$ cat src/rtl/core/gasa_pkg.sv
// Shared constants and types for the glyph atlas shelf allocator.
package gasa_pkg;

   localparam int unsigned PAGE_SIZE = 256;
   localparam int unsigned NUM_PAGES = 8;
   localparam int unsigned PAGE_W = $clog2(NUM_PAGES);
   localparam int unsigned PCNT_W = $clog2(NUM_PAGES + 1);
   localparam int unsigned CODE_W = 21;
   localparam int unsigned DIM_W = 9;
   localparam int unsigned STAT_W = 2;

   localparam logic [STAT_W-1:0] STAT_OK = 2'd0;
   localparam logic [STAT_W-1:0] STAT_NO_PAGE = 2'd1;
   localparam logic [STAT_W-1:0] STAT_TABLE_FULL = 2'd2;

   // Stored placement of one glyph.
   typedef struct packed {
      logic [2:0]       page;
      logic [DIM_W-1:0] x;
      logic [DIM_W-1:0] y;
      logic [DIM_W-1:0] w;
      logic [DIM_W-1:0] h;
   } loc_type;

   // One result beat held before it goes out.
   typedef struct packed {
      logic [STAT_W-1:0] status;
      logic              hit;
      loc_type           loc;
   } result_type;

   // Controller to datapath.
   typedef struct packed {
      logic capture;
      logic scan_step;
      logic take_hit;
      logic fail_full;
      logic page_try;
      logic fail_page;
      logic out_load;
   } cmd_type;

   // Datapath to controller.
   typedef struct packed {
      logic hit;
      logic scan_done;
      logic table_full;
      logic fit;
      logic last_page;
   } stat_type;

endpackage

$ cat src/rtl/core/gasa_ctrl.sv
// Sequencer for lookup, page walk and result delivery.
module gasa_ctrl (
   input  logic                clock,
   input  logic                reset,
   input  logic                req_valid,
   output logic                req_ready,
   output logic                rsp_valid,
   input  logic                rsp_ready,
   input  gasa_pkg::stat_type  stat,
   output gasa_pkg::cmd_type   cmd
);

   typedef enum logic [1:0] {
      IDLE,
      SCAN,
      PAGE,
      DONE
   } state_type;

   state_type state_ff, state_in;
   logic      rsp_valid_ff, rsp_valid_in;
   logic      out_free;

   assign out_free  = !rsp_valid_ff || rsp_ready;
   assign req_ready = (state_ff == IDLE);
   assign rsp_valid = rsp_valid_ff;

   // Decode commands and next state
   always_comb begin
      cmd      = '0;
      state_in = state_ff;
      unique case (state_ff)
         IDLE: begin
            if (req_valid) begin
               cmd.capture = 1'b1;
               state_in    = SCAN;
            end
         end
         SCAN: begin
            if (stat.hit) begin
               cmd.take_hit = 1'b1;
               state_in     = DONE;
            end else if (stat.scan_done) begin
               if (stat.table_full) begin
                  cmd.fail_full = 1'b1;
                  state_in      = DONE;
               end else begin
                  state_in = PAGE;
               end
            end else begin
               cmd.scan_step = 1'b1;
            end
         end
         PAGE: begin
            cmd.page_try = 1'b1;
            if (stat.fit) begin
               state_in = DONE;
            end else if (stat.last_page) begin
               cmd.fail_page = 1'b1;
               state_in      = DONE;
            end
         end
         DONE: begin
            if (out_free) begin
               cmd.out_load = 1'b1;
               state_in     = IDLE;
            end
         end
         default: state_in = IDLE;
      endcase
   end

   // Hold the result valid until the beat is taken
   always_comb begin
      rsp_valid_in = rsp_valid_ff && !rsp_ready;
      if (cmd.out_load) begin
         rsp_valid_in = 1'b1;
      end
   end

   always_ff @(posedge clock) begin
      if (reset) begin
         state_ff     <= IDLE;
         rsp_valid_ff <= 1'b0;
      end else begin
         state_ff     <= state_in;
         rsp_valid_ff <= rsp_valid_in;
      end
   end

endmodule

$ cat config.mk
export PLATFORM = sky130hd
export DESIGN_NAME = gasa_ctrl
export DESIGN_NICKNAME = d
export VERILOG_FILES = /design/src/rtl/core/gasa_pkg.sv /design/src/rtl/core/gasa_ctrl.sv
export SDC_FILE = /design/constraint.sdc
export NUM_CORES = 1
export LEC_CHECK = 0
export BUFFER_PORTS_ARGS = -buffer_cell sky130_fd_sc_hd__buf_2
export CAP_MARGIN = 25
export CELL_PAD_IN_SITES_DETAIL_PLACEMENT = 2
export CELL_PAD_IN_SITES_GLOBAL_PLACEMENT = 2
export CORE_UTILIZATION = 20
export DETAILED_ROUTE_END_ITERATION = 8
export PLACE_DENSITY_LB_ADDON = 0.1
export SLEW_MARGIN = 30
export SYNTH_ARGS = -nofsm -noshare
export SYNTH_HDL_FRONTEND = slang
export SYNTH_SLANG_ARGS = --single-unit
$ cat constraint.sdc
create_clock -name clock -period 2.3 [get_ports clock]
set_clock_uncertainty 0.1 [all_clocks]
set_input_delay 0.115 -clock clock [delete_from_list [all_inputs] [get_ports clock]]
set_output_delay 0.115 -clock clock [all_outputs]
set_load 0.1 [all_outputs]
* Word-level counts from Yosys, hierarchy flattened
Index checks and enable logic that the tools add are counted.
** Storage, ports and cells
- Flip-flop bits (word level) :: 3
- Input bits :: 9
- Word-level logic and storage cells :: 38
** Cells by class
- Equality and inequality tests :: 7
- Mux-type cells :: 23
- Reduce and logical (&&, ||, !) cells :: 6
** Operators with widths (number)
- 1-bit 2-to-1 mux :: 14
- 2-bit 2-to-1 mux :: 7
- 2-bit case mux with 4 select lines :: 1
- 3-bit != test, second input constant :: 2
- 2-bit == test, second input constant :: 2
- 2-bit != test, second input constant :: 2
- 4-bit AND reduction :: 1
- 3-bit 2-to-1 mux :: 1
- 2-bit by 1-bit == test with 1-bit output, second input constant :: 1
- 1-bit zero test :: 2
- 2-bit zero test :: 1
- 1-bit logical AND :: 1
- 1-bit logical OR :: 1

* Depth between registers and ports, before layout
- Word-level depth :: 5
- Mapped depth :: 6
- Depth with buffers taken out :: 6

* Worst setup path before layout
Ideal clock, no wire load.
- Path kind :: register to output
- Start point :: register rsp_valid_ff, in the netlist rsp_valid
- End point :: output cmd[0] in the netlist's numbering
- Data arrival time :: 2.268 ns
- Data required time :: 2.085 ns
- Setup slack :: -0.183 ns
- Cell stages (with the launch flop) :: 3
- Buffers on the path :: 0
- Path through :: dfxtp_1 nor2b_1 nor2b_1
** RTL lines
- from (decl) :: RTL line gasa_ctrl.sv:21 : logic rsp_valid_ff, rsp_valid_in;
- from (signal assigned) :: RTL line gasa_ctrl.sv:87 : rsp_valid_ff <= rsp_valid_in;
- to (decl) :: RTL line gasa_ctrl.sv:10 : output gasa_pkg::cmd_type cmd

* Final worst setup path
- Start point :: register state_ff[1]
- End point :: register state_ff[0]
** Between the ends
- Word-level cells in the longest chain between the ends :: 3
** Ends and longest elaborated chain
- from (decl) :: RTL line gasa_ctrl.sv:20 : state_type state_ff, state_in;
- from (signal assigned) :: RTL line gasa_ctrl.sv:86 : state_ff <= state_in;
- 2-bit by 1-bit == test with 1-bit output (tied with other cells) :: RTL line gasa_ctrl.sv:32 : unique case (state_ff)
- 3-bit != test (no line) or 2-bit != test (tied branches)
- 4-bit AND reduction (no line)
Parallel ways exist; a longest one is shown, timed or not.
A chain may end at the register's enable or synchronous reset.

==> key figures <==
Synthesis
  • Synth Area in XOR/XNOR: 0%
  • Mapped Nets: 43
  • Synthesized area: 280.3 µm²
  • Synth top area cells: dfxtp_1 21%, ha_1 18%, a2111oi_4 9.8%
  • Compound-Gate Fraction of Synth Area: 16.96%
  • Cell variety after synth: 16
  • Synth Area in Simple Gates: 34.82%
  • Synth area leader: dfxtp_1
  • Post-Synthesis Cells: 30
  • Area share of the largest cell type after synthesis: 21.43%
  • YS warnings: 0
  • Register area share after synthesis: 21.43%
  • Mux share of post-synthesis cell area: 3.571%
  • Largest family of logic cells by synthesized area: simple AND/OR/NAND/NOR gates
  • Number of synthesized register bits: 3
  • Synth Area in Adders: 17.86%
  • Syn Area/Cell: 9.342 µm²

Clock network
  • Hold-fix buffers, CTS: 1
  • CTS tree: done
  • Inserted Clock Buffers: 3
  • Resize count post-CTS: 0
  • Setup Buffers After CTS: 0
  • CTS H-tree lvls: 1
  • Clk_lat worst skew: 0.23 ns
  • Num Clock Sinks: 3
  • CTS root buf: clkbuf_4
  • CTS Buffer Depth: 2
  • Clk slew on worst S/H paths: 0.04 ns

Layout
  • Commonest non-fill, non-tap cell in the layout: buf_2
  • Reg area: 60.06 µm²
  • Syn-to-layout area delta: 51.79%
  • Non-Filler Instances: 67
  • Diodes inserted: 0
  • Number of fill cells: 164
  • Layout cells sized above 1: 48.08%
  • Final instance area: 425.4 µm²
  • Most frequent cells in the layout: 17 x buf_2, 4 x inv_1, 4 x nor2_1, 4 x ha_1
  • Multi-input logic area: 210.2 µm²
  • Final net count: 66

Min path
  • Worst Hold Class: in -> reg

Detailed routing
  • Routed vias: 309
  • 1st-pass router iterations: 1
  • Wire per inst: 11.27 µm
  • First DRT Iteration DRCs: 0
  • Vias/cell: 4.612
  • # DRC: 0
  • Routed Wire Length: 755 µm
  • Antenna-violating nets left: 0

Placement
  • Placed Instances: 62
  • Port bufs: 17
  • GP Congestion: 0.6721
  • Placed Area: 389.1 µm²

Timing
  • Final setup fails: 0
  • Least-Margin Pin Slew: 0.4883 ns
  • Crit share post-route: 80.89%
  • Max Clk Rate: 0.5375 GHz
  • Hold_ws: 0.1306 ns
  • Unrepaired setup endpoints after global routing: no
  • Max Slew Vio Count: 0
  • Fin crit period: 1.861 ns
  • Rel. slew slack: 67.67%
  • Fin Setup TNS: 0 ns
  • Hold Fails Final Rpt: 0

Global routing
  • First-pass GRT wire length: 1.124 mm
  • Largest net degree at the start of global routing: 6
  • Vias in the first global route: 306
  • Initial antenna violation count: 0
  • All-layer global routing usage: 11.62%
  • Remaining Overflow, GRT: 0

Outcome
  • Status: complete, no violations

Critical path
  • Setup crit end kind: register
  • WP data required: 2.32 ns
  • Max incr delay on CP: 0.40 ns
  • Maximum fanout along the worst path: 5
  • Worst-path cell chain: inv_1, ha_1, nor3b_4, a2111oi_4, nand2_1, a32o_1
  • Crit-path slowest cell: dfxtp_1
  • WS Path Type: reg -> reg
  • Arrival time worst endpoint: 1.88 ns
  • Crit start category: register

Floorplan
  • Die ar.: 0.001555 mm²
  • Die height: 39.44 µm
  • Core ar.: 0.001301 mm²
  • Effective utilization at floorplan: 21.54%
  • IO Count: 18
  • Chip width: 39.44 µm
  • Row cnt: 13

Job
  • Max cap viols: 0
worst max-delay path, delay by kind of cell (launching register included):
| kind | cells | cell delay, ns |
|---|---|---|
| AOI/OAI and AO/OA | 2 | 0.67 |
| DFF | 1 | 0.40 |
| and+or+nand+nor | 2 | 0.28 |
| buffers and inverters | 1 | 0.09 |
| adders and majority gates | 1 | 0.22 |
worst paths after layout:
check,startpoint,end,slack (ns),cells past startpoint
worst max-delay path,state_ff[1],state_ff[0],0.44,6
worst min-delay path,rsp_ready,rsp_valid,0.13,4
worst max register to register,state_ff[1],state_ff[0],0.44,6
worst min register to register,state_ff[0],state_ff[0],0.47,1
layer usage:
| layer | part of all wire (%) | up-vias | routed length (µm) | global-route usage (%) |
|---|---|---|---|---|
| met5 | 0 | - | 0 | 0 |
| met4 | 0 | 0 | 0 | 10.34 |
| met3 | 4.9 | 0 | 37 | 3.409 |
| met2 | 58 | 9 | 438 | 21.72 |
| met1 | 37 | 152 | 279 | 9.459 |
| li1 | - | 148 | - | - |
registers in the layout, indices dropped and copies added, names as in the netlist:
signal,flops
state_ff,2
rsp_valid,1
kinds of logic after synthesis:
kind of cell	count (synthesis)
muxes	1
DFF	3
AOI/OAI and AO/OA	4
and+or+nand+nor	14
adders and majority gates	4
buffers and inverters	4
per-stage QoR:
step                      setup slack, ns  util [%]
final                              0.4395     32.69
after global routing               0.2944     32.69
after global placement             0.4814     29.90
after CTS                          0.4004     32.69
after floorplan                    0.1426         -
after detailed placement           0.4112     29.90
cell usage after synthesis:
cell,count
ha_1,4
and4b_1,1
nor3b_1,1
a2111oi_4,1
dfxtp_1,3
nor2_1,4
o21ai_0,1
and2_1,2
and3b_1,2
nor2b_1,2
nor3b_4,1
a21oi_1,1
nand2_1,1
mux2i_1,1
inv_1,4
a32o_1,1
cell type report:
cell class                      instances  share of cell area (%)
Clock buffer                            4                   6.176
Timing Repair Buffer                   18                   22.35
Sequential cell                         3                   14.12
Tap cell                               15                   4.412
Inverter                                4                   3.529
Multi-Input combinational cell         23                   49.41
Power is not shown: default switching activity piles up to over one toggle a cycle in this logic, so the estimate is an artifact.
